### src/hdl/ascr_pkg.sv
// ascr_pkg: shared types, side mask codes and arithmetic helpers for the
// box collision resolver. No dependencies; used by every module in hdl.
`timescale 1ns / 1ps
`default_nettype none

package ascr_pkg;

  localparam int CoordWidth = 32;
  localparam int DiffWidth  = CoordWidth + 1;
  localparam int WideWidth  = CoordWidth + 2;

  typedef logic signed [CoordWidth-1:0] coord_t;
  typedef logic signed [DiffWidth-1:0]  diff_t;
  typedef logic signed [WideWidth-1:0]  wide_t;
  typedef logic [3:0]                   side_t;

  localparam side_t SideNone   = 4'h0;
  localparam side_t SideTop    = 4'h1;
  localparam side_t SideBottom = 4'h2;
  localparam side_t SideLeft   = 4'h4;
  localparam side_t SideRight  = 4'h8;

  typedef struct packed {
    coord_t left;
    coord_t top;
    coord_t right;
    coord_t bottom;
  } box_t;

  typedef struct packed {
    logic  hit;
    side_t side;
  } contact_t;

  function automatic diff_t sub_coord(coord_t a, coord_t b);
    diff_t ea;
    diff_t eb;
    ea = {a[CoordWidth-1], a};
    eb = {b[CoordWidth-1], b};
    return ea - eb;
  endfunction

  function automatic wide_t widen(coord_t a);
    return {{(WideWidth-CoordWidth){a[CoordWidth-1]}}, a};
  endfunction

  // smaller penetration wins, a tie keeps both axes
  function automatic side_t pick(diff_t h, diff_t v, side_t hs, side_t vs);
    side_t r;
    if (v < h) begin
      r = vs;
    end else if (h < v) begin
      r = hs;
    end else begin
      r = hs | vs;
    end
    return r;
  endfunction

  function automatic coord_t sat_coord(wide_t v);
    wide_t  hi;
    wide_t  lo;
    coord_t r;
    hi = widen({1'b0, {(CoordWidth-1){1'b1}}});
    lo = widen({1'b1, {(CoordWidth-1){1'b0}}});
    if (v > hi) begin
      r = hi[CoordWidth-1:0];
    end else if (v < lo) begin
      r = lo[CoordWidth-1:0];
    end else begin
      r = v[CoordWidth-1:0];
    end
    return r;
  endfunction

endpackage

`default_nettype wire

### src/hdl/aabb_static_collision_resolver.sv
// Box collision resolver: one moving box against one fixed box, with
// an input register and a result register. Depends on ascr_pkg,
// ascr_classify and ascr_correct.
//
// Usage:
//   The input channel (in_valid_i / in_ready_o) carries one request: the
//   moving box now, the moving box before, and the fixed box, as signed
//   Q16.16 corners. The output channel (out_valid_o / out_ready_i)
//   returns one result per request: the contact side mask, the corrected
//   corners and the overlap flag.
//   An accepted request is held in the input register; its result moves
//   into the result register, which drives out_valid_o. Throughput is one
//   request per cycle while the receiver does not stall; the input register
//   feeds the classify and correct logic straight into the result register.
//   When the receiver stalls, the result register holds and the input
//   register still takes one more request; in_ready_o drops only once
//   both registers are full.
//   Reset clears both valid flags; the block needs no warm-up and accepts
//   a request as soon as reset is released.
`timescale 1ns / 1ps
`default_nettype none

module aabb_static_collision_resolver (
  input  wire                  clk_i,
  input  wire                  rst_ni,
  input  wire                  in_valid_i,
  output logic                 in_ready_o,
  input  ascr_pkg::coord_t     mover_left_i,
  input  ascr_pkg::coord_t     mover_top_i,
  input  ascr_pkg::coord_t     mover_right_i,
  input  ascr_pkg::coord_t     mover_bottom_i,
  input  ascr_pkg::coord_t     prior_left_i,
  input  ascr_pkg::coord_t     prior_top_i,
  input  ascr_pkg::coord_t     prior_right_i,
  input  ascr_pkg::coord_t     prior_bottom_i,
  input  ascr_pkg::coord_t     wall_left_i,
  input  ascr_pkg::coord_t     wall_top_i,
  input  ascr_pkg::coord_t     wall_right_i,
  input  ascr_pkg::coord_t     wall_bottom_i,
  output logic                 out_valid_o,
  input  wire                  out_ready_i,
  output ascr_pkg::side_t      contact_side_o,
  output ascr_pkg::coord_t     fixed_left_o,
  output ascr_pkg::coord_t     fixed_top_o,
  output ascr_pkg::coord_t     fixed_right_o,
  output ascr_pkg::coord_t     fixed_bottom_o,
  output logic                 overlapping_o
);

  logic               in_valid_q;
  ascr_pkg::box_t     mover_q, prior_q, wall_q;
  logic               out_valid_q;
  ascr_pkg::side_t    side_q;
  ascr_pkg::box_t     fixed_q;
  logic               hit_q;

  logic               out_load;
  logic               in_load;
  ascr_pkg::contact_t contact;
  ascr_pkg::box_t     fixed_d;

  assign out_load   = !out_valid_q || out_ready_i;
  assign in_ready_o = !in_valid_q || out_load;
  assign in_load    = in_valid_i && in_ready_o;

  ascr_classify u_classify (
    .mover_i   (mover_q),
    .prior_i   (prior_q),
    .wall_i    (wall_q),
    .contact_o (contact)
  );

  ascr_correct u_correct (
    .mover_i (mover_q),
    .wall_i  (wall_q),
    .side_i  (contact.side),
    .fixed_o (fixed_d)
  );

  always_ff @(posedge clk_i or negedge rst_ni) begin
    if (!rst_ni) begin
      in_valid_q  <= 1'b0;
      out_valid_q <= 1'b0;
    end else begin
      if (in_ready_o) begin
        in_valid_q <= in_valid_i;
      end
      if (out_load) begin
        out_valid_q <= in_valid_q;
      end
    end
  end

  // payload registers
  always_ff @(posedge clk_i) begin
    if (in_load) begin
      mover_q <= '{left: mover_left_i, top: mover_top_i,
                   right: mover_right_i, bottom: mover_bottom_i};
      prior_q <= '{left: prior_left_i, top: prior_top_i,
                   right: prior_right_i, bottom: prior_bottom_i};
      wall_q  <= '{left: wall_left_i, top: wall_top_i,
                   right: wall_right_i, bottom: wall_bottom_i};
    end
    if (out_load && in_valid_q) begin
      side_q  <= contact.side;
      hit_q   <= contact.hit;
      fixed_q <= fixed_d;
    end
  end

  assign out_valid_o    = out_valid_q;
  assign contact_side_o = side_q;
  assign fixed_left_o   = fixed_q.left;
  assign fixed_top_o    = fixed_q.top;
  assign fixed_right_o  = fixed_q.right;
  assign fixed_bottom_o = fixed_q.bottom;
  assign overlapping_o  = hit_q;

endmodule

`default_nettype wire

### src/hdl/ascr_classify.sv
// ascr_classify: strict overlap test and choice of contact side from the
// previous position. Depends on ascr_pkg.
`timescale 1ns / 1ps
`default_nettype none

module ascr_classify (
  input  ascr_pkg::box_t     mover_i,
  input  ascr_pkg::box_t     prior_i,
  input  ascr_pkg::box_t     wall_i,
  output ascr_pkg::contact_t contact_o
);

  logic              hit;
  ascr_pkg::side_t   side;
  ascr_pkg::diff_t   pen_left;
  ascr_pkg::diff_t   pen_right;
  ascr_pkg::diff_t   pen_top;
  ascr_pkg::diff_t   pen_bottom;

  assign hit = !(wall_i.right <= mover_i.left || mover_i.right <= wall_i.left ||
                 wall_i.top <= mover_i.bottom || mover_i.top <= wall_i.bottom);

  assign pen_left   = ascr_pkg::sub_coord(wall_i.right, mover_i.left);
  assign pen_right  = ascr_pkg::sub_coord(mover_i.right, wall_i.left);
  assign pen_top    = ascr_pkg::sub_coord(mover_i.top, wall_i.bottom);
  assign pen_bottom = ascr_pkg::sub_coord(wall_i.top, mover_i.bottom);

  always_comb begin
    side = ascr_pkg::SideNone;
    if (hit) begin
      if (prior_i.left < wall_i.right && wall_i.left < prior_i.right) begin
        if (prior_i.top <= wall_i.bottom) begin
          side = ascr_pkg::SideTop;
        end else if (wall_i.top <= prior_i.bottom) begin
          side = ascr_pkg::SideBottom;
        end
      end else if (prior_i.bottom < wall_i.top && wall_i.bottom < prior_i.top) begin
        if (prior_i.right <= wall_i.left) begin
          side = ascr_pkg::SideRight;
        end else if (wall_i.right <= prior_i.left) begin
          side = ascr_pkg::SideLeft;
        end
      end else if (prior_i.top <= wall_i.bottom) begin
        if (wall_i.right <= prior_i.left) begin
          side = ascr_pkg::pick(pen_left, pen_top, ascr_pkg::SideLeft, ascr_pkg::SideTop);
        end else if (prior_i.right <= wall_i.left) begin
          side = ascr_pkg::pick(pen_right, pen_top, ascr_pkg::SideRight, ascr_pkg::SideTop);
        end
      end else if (wall_i.top <= prior_i.bottom) begin
        if (wall_i.right <= prior_i.left) begin
          side = ascr_pkg::pick(pen_left, pen_bottom, ascr_pkg::SideLeft,
                                ascr_pkg::SideBottom);
        end else if (prior_i.right <= wall_i.left) begin
          side = ascr_pkg::pick(pen_right, pen_bottom, ascr_pkg::SideRight,
                                ascr_pkg::SideBottom);
        end
      end
    end
  end

  assign contact_o.hit  = hit;
  assign contact_o.side = side;

endmodule

`default_nettype wire

### src/hdl/ascr_correct.sv
// ascr_correct: shifts the moving box flush against the fixed box on the
// chosen sides, saturating each corner. Depends on ascr_pkg.
`timescale 1ns / 1ps
`default_nettype none

module ascr_correct (
  input  ascr_pkg::box_t  mover_i,
  input  ascr_pkg::box_t  wall_i,
  input  ascr_pkg::side_t side_i,
  output ascr_pkg::box_t  fixed_o
);

  ascr_pkg::wide_t ml, mt, mr, mb;
  ascr_pkg::wide_t wl, wt, wr, wb;
  ascr_pkg::wide_t nl, nt, nr, nb;

  always_comb begin
    ml = ascr_pkg::widen(mover_i.left);
    mt = ascr_pkg::widen(mover_i.top);
    mr = ascr_pkg::widen(mover_i.right);
    mb = ascr_pkg::widen(mover_i.bottom);
    wl = ascr_pkg::widen(wall_i.left);
    wt = ascr_pkg::widen(wall_i.top);
    wr = ascr_pkg::widen(wall_i.right);
    wb = ascr_pkg::widen(wall_i.bottom);
    nl = ml;
    nt = mt;
    nr = mr;
    nb = mb;
    if ((side_i & ascr_pkg::SideTop) != ascr_pkg::SideNone) begin
      nt = wb;
      nb = mb - mt + wb;
    end
    if ((side_i & ascr_pkg::SideBottom) != ascr_pkg::SideNone) begin
      nt = mt + wt - mb;
      nb = wt;
    end
    if ((side_i & ascr_pkg::SideLeft) != ascr_pkg::SideNone) begin
      nl = wr;
      nr = mr + wr - ml;
    end
    if ((side_i & ascr_pkg::SideRight) != ascr_pkg::SideNone) begin
      nl = ml - mr + wl;
      nr = wl;
    end
  end

  assign fixed_o.left   = ascr_pkg::sat_coord(nl);
  assign fixed_o.top    = ascr_pkg::sat_coord(nt);
  assign fixed_o.right  = ascr_pkg::sat_coord(nr);
  assign fixed_o.bottom = ascr_pkg::sat_coord(nb);

endmodule

`default_nettype wire
### config.mk
export PLATFORM = sky130hd
export DESIGN_NAME = aabb_static_collision_resolver
export DESIGN_NICKNAME = d
export VERILOG_FILES = /design/src/hdl/ascr_pkg.sv /design/src/hdl/aabb_static_collision_resolver.sv /design/src/hdl/ascr_classify.sv /design/src/hdl/ascr_correct.sv
export SDC_FILE = /design/constraint.sdc
export NUM_CORES = 2
export LEC_CHECK = 0
export BUFFER_PORTS_ARGS = -buffer_cell sky130_fd_sc_hd__clkbuf_2
export CAP_MARGIN = 25
export CORE_ASPECT_RATIO = 0.9
export CORE_MARGIN = 2
export CORE_UTILIZATION = 40
export CTS_BUF_LIST = sky130_fd_sc_hd__clkbuf_8
export CTS_CLUSTER_DIAMETER = 50
export DETAILED_ROUTE_END_ITERATION = 10
export PLACE_DENSITY = 0.58
export SYNTH_ARGS = -nofsm -noshare
export SYNTH_HDL_FRONTEND = slang
export SYNTH_SLANG_ARGS = --single-unit
### constraint.sdc
create_clock -name clk_i -period 23.7 [get_ports clk_i]
set_clock_uncertainty 0.15 [all_clocks]
set_input_delay 2.37 -clock clk_i [delete_from_list [all_inputs] [get_ports clk_i]]
set_output_delay 2.37 -clock clk_i [all_outputs]
set_load 0.01 [all_outputs]
==> flow_summary.ini <==
[critical_path]
arrival_ns = 8.79
cp.buffers_inverters = 4
cpPeakStageDelay_ns = 0.68
path_delay_family = compound AO/OA/AOI/OAI gates
end_kind = flop
r2r_setup_slack_ns = 15.27
start_kind = flop
cp_data_required_time_ns = 24.06
crit_path_max_fanout = 54
crit_top_cell = a21oi_1
slowest_stage = buf_4
setup.worst_path.class = flop to flop

[synth]
synth_top_cell_by_area = edfxtp_1
yosys_register_bits = 519
syn_area_mm2 = 0.0421
synth.area.top_cells = edfxtp_1 37%, ha_1 15%, fa_1 6.3%
yosysTopAreaCellShare = 0.369
yosysMostFrequentCell = inv_1
syn_area_per_cell_um2 = 9.84
yosysSeqAreaShare = 0.370
synth_cells = 4281
ys_types = 94
synth_warnings = 0
synth-edff-count = 517
async_reset_ff_frac = 0.00385
synth_ff_type = edfxtp_1
netlist_top_cells_count = 667 x inv_1, 519 x ha_1, 517 x edfxtp_1
syn_nets = 5320

[power]
switchingPower_w = 0.00136
power_frac_comb = 0.407
p_int_w = 0.00218
ir_worst_vdd_mv = 0.0403
p_sw_frac = 0.384
power_density_mw_per_mm2 = 73.2
p_seq_frac = 0.334
clkPwrFrac = 0.259
leakage_nw = 22.5

[clock_tree]
cts_max_path_buffers = 3
cts_resized = 0
post_cts_buffers = 0
clock_sinks = 519
h-tree-depth = 3
insertion_delay_ns = 0.78
cts_tree = yes
cts_inserted_buffers = 101
cts_hold_buf = 0
clkTransAtPathRegs_ns = 0.06
cts_root_buf = clkbuf_8

[die]
rows = 112
ios = 523
die_h_um = 312
core_area_mm2 = 0.104
dieArea_mm2 = 0.108
initial_utilization = 0.405
die_width_um = 346

[outcome]
outcome = complete, no violations

[grt]
grt_max_degree = 75
grt_pass1_wl_um = 205000
antenna_found_initial = 4
grt-ovfl-total = 0
grt_pass1_vias = 32949
grt.total_usage = 0.252

[cells_and_area]
utilization = 0.465
fin_nets = 5889
area_growth_pct = 14.8
drive_above_1_share = 0.153
final_cells = 6302

[timing]
fin_crit_sh = 0.356
rsz0062_at_grt = false
slew_headroom = 0.301
finalCriticalPeriod_ns = 8.43
finalWorstSetupSlack_ns = 15.27
drv_slew = 0
worst_slew_pin_slew_ns = 1.02
fin_tns_setup_ns = 0
max_clock_freq_ghz = 0.119
holdWs_ns = 0.354
setup_viol = 0
hold_viol_final = 0

[place]
portBuffers = 522
post-place-ws_ns = 15.45
gp_congestion = 0.967
dpl.cell_count = 6114
hpwl_um = 113000

[job]
cap_violations = 0

[drt]
routed_wl_um = 139000
via_per_inst = 5.46
drtIter0Drc = 2798
first_pass_iters = 5
route.detailed.drc = 0
wire_per_inst_um = 22.0
antenna_left = 0
vias = 34382

[min_path]
worstHoldPathType = flop to flop
[cell families (layout without fill, tap and decap cells)]
logic type | Yosys count | count (layout) | share of synthesized area
adders and majority gates | 655 | 655 | 0.218
other | 0 | 5 | 0
muxes | 68 | 68 | 0.0164
DFF | 519 | 519 | 0.370
buffers and inverters | 751 | 1399 | 0.0690
and+or+nand+nor | 888 | 888 | 0.103
AOI/OAI and AO/OA | 1178 | 1178 | 0.178
xor gates and xnor gates | 222 | 222 | 0.0465
[layout by cell type, fill, tap and decap left out, types with 133 or more instances in the layout]
cell type	netlist	final
a21o_1	145	145
a21oi_1	367	367
clkbuf_2	3	522
edfxtp_1	517	517
ha_1	519	519
inv_1	667	692
nand2_1	174	173
nor2_1	254	253
o21ai_0	186	186
xnor2_1	133	133
[worst reg2reg max path, delay by kind of cell, from the launching register on]
family          cells  cell delay (ns)
mux                 4             1.20
flops               1             0.39
fa+ha+maj           3             0.97
simple gates        3             0.61
compound gates     14             3.76
buf+inv             4             1.12
[path summary, 6_finish.rpt]
| kind | startpoint | endpoint | cells after the start |
|---|---|---|---|
| min in group asynchronous | rst_ni | out_valid_o | 1 |
| setup reg to reg | wall_q[32] | fixed_right_o[0] | 28 |
| hold / removal | in_valid_q | out_valid_o | 1 |
| hold reg to reg | in_valid_q | out_valid_o | 1 |
| max in group asynchronous | rst_ni | in_valid_q | 1 |
| setup / recovery | wall_q[32] | fixed_right_o[0] | 28 |
[routing by layer]
layer  track usage  up-vias  share of wire
li1              -    16592              -
met4        0.0684        4          0.026
met3        0.0489      202          0.070
met5             0        -        0.00020
met1         0.336    16452           0.43
met2         0.419     1132           0.47
[power by group through the flow]
stage / combinational, W / sequential [W] / clock (W)
after floorplan: 0.00101 / 0.00120 / 0
after global placement: 0.00140 / 0.00120 / 0
after detailed placement: 0.00141 / 0.00120 / 0
after CTS: 0.00142 / 0.00119 / 0.000941
after global routing: 0.00162 / 0.00119 / 0.000980
final: 0.00144 / 0.00118 / 0.000919
[flip-flops by register name, indices dropped and copies added, names as in the netlist]
register	flops
out_valid_o	1
fixed_top_o	32
fixed_bottom_o	32
overlapping_o	1
mover_q	128
wall_q	128
fixed_left_o	32
in_valid_q	1
prior_q	128
fixed_right_o	32
contact_side_o	4
[cell type report]
class,instances,area [um^2]
flip-flops and latches,519,15600
clock buffers,105,1450
multi-input cells,3011,23700
diodes,5,12.5
well taps,1368,1710
repair buffers,549,2840
fillers,10033,55700
clock inverters,77,573
inverters,668,2510
[stage by stage]
step | area (um^2) | total power, W
detailed placement | 46300 | 0.00262
CTS | 48400 | 0.00355
finish | 48400 | 0.00354
global route | 48400 | 0.00379
floorplan | 42100 | 0.00221
global placement | 46300 | 0.00260
Power figures use the tool's default switching activity.
